===== src/rtl/cmwc_random_generator_assert.svh =====
// Assertion macros for the CMWC random generator.
`ifndef CMWC_RANDOM_GENERATOR_ASSERT_SVH
`define CMWC_RANDOM_GENERATOR_ASSERT_SVH

`ifndef SYNTHESIS

// Clocked check, skipped while reset is asserted.
`define CMWC_ASSERT(label, clk, rst_n, prop, msg) \
    label: assert property (@(posedge clk) disable iff (!(rst_n)) (prop)) else $error(msg);

// Clocked check that also holds during reset.
`define CMWC_ASSERT_ALWAYS(label, clk, prop, msg) \
    label: assert property (@(posedge clk) (prop)) else $error(msg);

`else

`define CMWC_ASSERT(label, clk, rst_n, prop, msg)
`define CMWC_ASSERT_ALWAYS(label, clk, prop, msg)

`endif

`endif


===== src/rtl/cmwc_pkg.sv =====
// Shared constants and controller/datapath interface types for the CMWC generator.
`default_nettype none

package cmwc_pkg;

    localparam int          LAG_DEPTH_DEF = 4096;
    localparam int          WORD_W        = 32;
    localparam int          CARRY_W       = 19;
    localparam int          MULT_W        = 15;
    localparam int          PROD_W        = 48;

    localparam logic [WORD_W-1:0]  GOLDEN_STEP   = 32'h9e37_79b9;
    localparam logic [WORD_W-1:0]  GOLDEN_STEP2  = 32'h3c6e_f372;
    localparam logic [WORD_W-1:0]  CMWC_BASE     = 32'hffff_fffe;
    localparam logic [MULT_W-1:0]  CMWC_MULT     = 15'd18782;
    localparam logic [CARRY_W-1:0] CARRY_RESET   = 19'd362436;

    // Controller to datapath commands.
    typedef struct packed {
        logic clr_step;
        logic seed_start;
        logic seed_step;
        logic draw_start;
        logic draw_rd;
        logic draw_mul;
        logic draw_add;
        logic draw_fin;
    } t_cmd;

    // Datapath to controller status.
    typedef struct packed {
        logic cnt_last;
        logic out_busy;
    } t_sts;

endpackage

`default_nettype wire


===== src/rtl/cmwc_ctrl.sv =====
// Controller state machine: clearing pass, seeding walk and draw sequence.
`default_nettype none

`include "cmwc_random_generator_assert.svh"

module cmwc_ctrl (
    input  wire logic          i_clk,
    input  wire logic          i_rst_n,
    input  wire logic          i_valid,
    input  wire logic          i_func,
    input  wire cmwc_pkg::t_sts i_sts,
    output cmwc_pkg::t_cmd     o_cmd,
    output logic               o_stall
);

    import cmwc_pkg::*;

    localparam logic [2:0] S_CLEAR    = 3'd0;
    localparam logic [2:0] S_IDLE     = 3'd1;
    localparam logic [2:0] S_SEED     = 3'd2;
    localparam logic [2:0] S_DRAW_RD  = 3'd3;
    localparam logic [2:0] S_DRAW_MUL = 3'd4;
    localparam logic [2:0] S_DRAW_ADD = 3'd5;
    localparam logic [2:0] S_DRAW_FIN = 3'd6;

    logic [2:0] r_state;
    logic [2:0] n_state;
    t_cmd       w_cmd;

    always_comb begin
        n_state = r_state;
        w_cmd   = '0;
        case (r_state)
            S_CLEAR: begin
                w_cmd.clr_step = 1'b1;
                if (i_sts.cnt_last) begin
                    n_state = S_IDLE;
                end
            end
            S_IDLE: begin
                if (i_valid) begin
                    if (i_func) begin
                        w_cmd.draw_start = 1'b1;
                        n_state          = S_DRAW_RD;
                    end else begin
                        w_cmd.seed_start = 1'b1;
                        n_state          = S_SEED;
                    end
                end
            end
            S_SEED: begin
                w_cmd.seed_step = 1'b1;
                if (i_sts.cnt_last) begin
                    n_state = S_IDLE;
                end
            end
            S_DRAW_RD: begin
                w_cmd.draw_rd = 1'b1;
                n_state       = S_DRAW_MUL;
            end
            S_DRAW_MUL: begin
                w_cmd.draw_mul = 1'b1;
                n_state        = S_DRAW_ADD;
            end
            S_DRAW_ADD: begin
                w_cmd.draw_add = 1'b1;
                n_state        = S_DRAW_FIN;
            end
            S_DRAW_FIN: begin
                // hold until the output word slot is free
                if (!i_sts.out_busy) begin
                    w_cmd.draw_fin = 1'b1;
                    n_state        = S_IDLE;
                end
            end
            default: begin
                n_state = S_CLEAR;
            end
        endcase
    end

    always_ff @(posedge i_clk) begin
        if (!i_rst_n) begin
            r_state <= S_CLEAR;
        end else begin
            r_state <= n_state;
        end
    end

    assign o_cmd   = w_cmd;
    assign o_stall = (r_state != S_IDLE);

    `CMWC_ASSERT(a_fin_slot_free, i_clk, i_rst_n, w_cmd.draw_fin |-> !i_sts.out_busy, "draw finished into a busy output slot")
    `CMWC_ASSERT_ALWAYS(a_cmd_onehot, i_clk, $onehot0(w_cmd), "more than one datapath command")
    `CMWC_ASSERT(a_draw_seq, i_clk, i_rst_n, w_cmd.draw_start |=> w_cmd.draw_rd ##1 w_cmd.draw_mul ##1 w_cmd.draw_add, "draw sequence broken")
    `CMWC_ASSERT(a_seed_end, i_clk, i_rst_n, (r_state == S_SEED && i_sts.cnt_last) |=> !o_stall, "seed walk did not return to idle")

endmodule

`default_nettype wire


===== config.mk =====
export PLATFORM = sky130hd
export DESIGN_NAME = cmwc_ctrl
export DESIGN_NICKNAME = d
export VERILOG_FILES = /design/src/rtl/cmwc_pkg.sv /design/src/rtl/cmwc_ctrl.sv
export VERILOG_INCLUDE_DIRS = /design/src /design/src/rtl
export SDC_FILE = /design/constraint.sdc
export NUM_CORES = 1
export LEC_CHECK = 0
export ABC_AREA = 0
export BUFFER_PORTS_ARGS = -buffer_cell sky130_fd_sc_hd__buf_2
export CORE_AREA = 10 10 47 49
export DETAILED_ROUTE_END_ITERATION = 8
export DIE_AREA = 0 0 57 59
export SYNTH_ARGS = -nofsm -noshare
export SYNTH_HDL_FRONTEND = slang
export SYNTH_SLANG_ARGS = --single-unit

===== constraint.sdc =====
create_clock -name i_clk -period 1.1 [get_ports i_clk]
set_input_delay 0.22 -clock i_clk [delete_from_list [all_inputs] [get_ports i_clk]]
set_output_delay 0.22 -clock i_clk [all_outputs]
set_load 0.01 [all_outputs]

# After elaboration in Yosys (flattened, before gate mapping)
# Index checks and enable logic that the tools add are counted.
# word_totals
regBits,3
inputBits,6
output_inout_bits,9
word_cells,32
# classes
eq_ne,10
mux,18
n_reduce_logical,3
# ops
cell,n
case mux 3 bit (6 select lines),1
two-way mux 1 bit,14
"equality test 3 bit, second input constant",3
two-way mux 3 bit,3
"equality test 3 x 2 -> 1 bit, second input constant",2
"!= test 2 bit, second input constant",2
"equality test 3 x 1 -> 1 bit, second input constant",1
logical NOT 3 bit,1
"!= test 3 x 1 -> 1 bit, second input constant",1
AND reduction 3 bit,1
"!= test 2 x 1 -> 1 bit, second input constant",1
OR reduction 2 bit,1

# Depth between registers and ports, before layout
# depth
depth_word,4
depth_mapped,4
ltp_nobuf,3

# Least setup slack after synthesis
# Ideal clock, no wire load.
# synth_path
kind,reg2out
startpoint,register r_state[2]
endpoint,output o_cmd[6] (netlist bit)
t_arrival_ps,1048
t_required_ps,880
slack_ps,-168
path_stages_with_launch,4
n_path_buf,0
path_cell_list,dfxtp_1 > nor3b_1 > inv_1 > nor3_1
# synth_lines
element,line,text
"start, declared",cmwc_ctrl.sv:26,logic [2:0] r_state;
"start signal, assigned",cmwc_ctrl.sv:86,r_state <= n_state;
"end, declared",cmwc_ctrl.sv:12,"output cmwc_pkg::t_cmd o_cmd,"

# Worst setup path after layout
# layout_path
startpoint,register r_state[0]
endpoint,register r_state[0]
# layout_via
elab_chain_cells,4
elab_cells_between_ends,13
cone_classes,eq/ne: 9; mux: 1; reduce/logical: 3
# layout_lines
element,line,text
equality test 3 x 2 -> 1 bit / logical NOT 3 bit (equally long branches),cmwc_ctrl.sv:33,case (r_state)
OR reduction 2 bit (no source line),-,
!= test 2 x 1 -> 1 bit (no source line),-,
AND reduction 3 bit (no source line),-,
# Several ways; a longest one is shown, not always the timed one.
# A chain may end at the register's enable or synchronous reset.

==> flow_metrics.env <==
export IMPL_status="finished with violations"
export IMPL_failed_checks="negative setup slack"
export IMPL_synth_nets=38
export IMPL_syn_avg_cell_area_sq_um=7.898
export IMPL_insertion_delay_ps=230
export IMPL_min_path_type="input port to flip-flop"
export IMPL_netlist_area_sq_um=252.7
export IMPL_postCtsHoldBufs=0
export IMPL_regMostFlops="r_state"
export IMPL_grt_max_degree=9
export IMPL_fin_skew_ps=1.824
export IMPL_routed_top_layer="met3"
export IMPL_min_period_ps=1360
export IMPL_wire_per_inst_um=11.43
export IMPL_grt_use_total_pct=5.390
export IMPL_yosysTopAreaCell="dfxtp_1"
export IMPL_cts_root_buf="clkbuf_4"
export IMPL_synth_distinct_cells=21
export IMPL_rows=14
export IMPL_ir_drop_mv=0.7714
export IMPL_cts_tree="built"
export IMPL_nets=63
export IMPL_core_sq_um=1401
export IMPL_netlist_top_cells_area="dfxtp_1, nor3b_1, nor3_1, a21boi_0, o31ai_2"
export IMPL_critPathRequiredTime_ps=1230
export IMPL_final_cell_mix="buf_2, buf_6, buf_4"
export IMPL_die_area_sq_um=3363
export IMPL_drt_vias_per_instance=4.264
export IMPL_cts_made_buffers=3
export IMPL_relSlewSlack_pct=86.08
export IMPL_m1WireLength_um=332
export IMPL_clockBufferDepth=2
export IMPL_n_antenna_cell=0
export IMPL_grt_pass1_wl_um=1428
export IMPL_cts_max_level=1
export IMPL_drive_gt1_share_pct=69.64
export IMPL_p_per_area_nw_per_um2=1326
export IMPL_yosysSeqAreaShare_pct=23.76
export IMPL_setup_viol=11
export IMPL_die_w_um=57
export IMPL_drt_iter0_markers=2
export IMPL_worst_pin_slew_ps=207.0
export IMPL_post_route_period_util_pct=123.6
export IMPL_io_buffers=14
export IMPL_final_antenna_net_count=0
export IMPL_fill_cells=154
export IMPL_drc=0
export IMPL_vias=307
export IMPL_tns_ps=-1961
export IMPL_start_util_pct=18.04
export IMPL_report_final_slew_viol_count=0
export IMPL_antenna_found_initial=0
export IMPL_wl_met2_um=444
export IMPL_arrival_ps=1490
export IMPL_routed_wl_met3_um=46
export IMPL_worst_setup_path_start_kind="flip-flop"
export IMPL_clock_fmax_mhz=735.3
export IMPL_worst_slack_ps=-259.9
export IMPL_firstDrtPassIters=3
export IMPL_final_common_cell="buf_2"
export IMPL_largest_register_ffs=3
export IMPL_top_regs="r_state: 3 flops"
export IMPL_grt_pass1_vias=319
export IMPL_io_pins=15
export IMPL_finalHoldViolations=0
export IMPL_area_growth_synth_to_final_pct=98.52
export IMPL_place_ws_ps=-105.4
export IMPL_reg2reg_slack_ps=-260
export IMPL_die_height_um=59
export IMPL_cts_sinks=3
export IMPL_crit_type="flip-flop to flip-flop"
export IMPL_cp_max_fo=3
export IMPL_place_hpwl_um=613.3
export IMPL_crit_path_end_kind="flip-flop"
export IMPL_drt_total_wl_um=823
export IMPL_synth_cells=32
export IMPL_ys_warn_count=0
export IMPL_ys_seq_elements=3
export IMPL_p_leak_nw=0.2507
export IMPL_cap_violations=0
export IMPL_grt_overflow_total=0
export IMPL_gp_congestion=0.6476
export IMPL_clk_pin_slew_ps=40
export IMPL_netlist_area_leader_share_pct=23.76
export IMPL_rsz0062_at_grt="yes"
==> kinds of logic after synthesis <==
family | Yosys count | share of synthesized area [%]
AND/OR/NAND/NOR | 17 | 42.58
flip-flops | 3 | 23.76
AO/OA/AOI/OAI | 5 | 17.33
buffers and inverters | 6 | 12.37
multiplexers | 1 | 3.961
==> cell type report <==
| cell class | count | area, sq um | area share (%) |
|---|---|---|---|
| Clock buffer | 4 | 26.28 | 5.237 |
| Inverter | 3 | 11.26 | 2.244 |
| Multi-Input combinational cell | 23 | 210.2 | 41.90 |
| Sequential cell | 3 | 71.32 | 14.21 |
| Tap cell | 16 | 20.02 | 3.990 |
| Timing Repair Buffer | 23 | 162.7 | 32.42 |
==> final timing paths <==
path | startpoint | endpoint | cells past startpoint
max | r_state[0] | r_state[0] | 5
max reg2reg | r_state[0] | r_state[0] | 5
min reg2reg | r_state[0] | r_state[1] | 3
min | i_rst_n | r_state[2] | 2
==> critical path: stages (launching register included) <==
cell and delay (ps):
dfxtp_4 350, buf_6 100, buf_6 80, and4b_1 180
a211o_1 310, o31ai_2 250
==> Yosys cell counts (all sizes together) <==
library cell and n:
a211o 1, a21boi 2, and3 1, and3b 1
and4b 1, buf 2, clkbuf 1, dfxtp 3
inv 3, mux2i 1, nand2 2, nand2b 1
nand3 1, nand3b 1, nor2 2, nor3 3
nor3b 3, nor4bb 1, o21a 1, o31ai 1
==> report_power, final <==
| group | internal (W) | total (W) | switching, W |
|---|---|---|---|
| clock | 0.000135 | 0.000186 | 0.0000508 |
| sequential | 0.000130 | 0.000158 | 0.0000278 |
| combinational | 0.000186 | 0.000322 | 0.000135 |
| total | 0.000452 | 0.000666 | 0.000214 |
==> stage by stage <==
step	area, sq um	util [%]	total power (W)	cells	hold slack [ps]
2_1_floorplan	274.0	-	0.0002881	32	337.6
3_3_place_gp	381.6	27.23	0.0003753	64	499.4
3_5_place_dp	381.6	27.23	0.0003800	64	512.6
4_1_cts	465.4	33.21	0.0006346	71	261.5
5_1_grt	501.7	35.80	0.0007284	72	259.7
6_report	501.7	35.80	0.0006655	72	270.4
==> routing by layer <==
layer,GRT usage (%),up-vias
li1,-,161
met1,5.077,141
met2,8.992,5
met3,3.863,0
met4,2.013,0
met5,0,-
==> what timing repair did <==
item / CTS / global route
resized for setup: 11 / 7
setup buffers: 3 / 1
setup endpoints to repair: 11 / 11
pin swaps: 6 / 5
No activity file was read; power rests on OpenSTA's default activity.
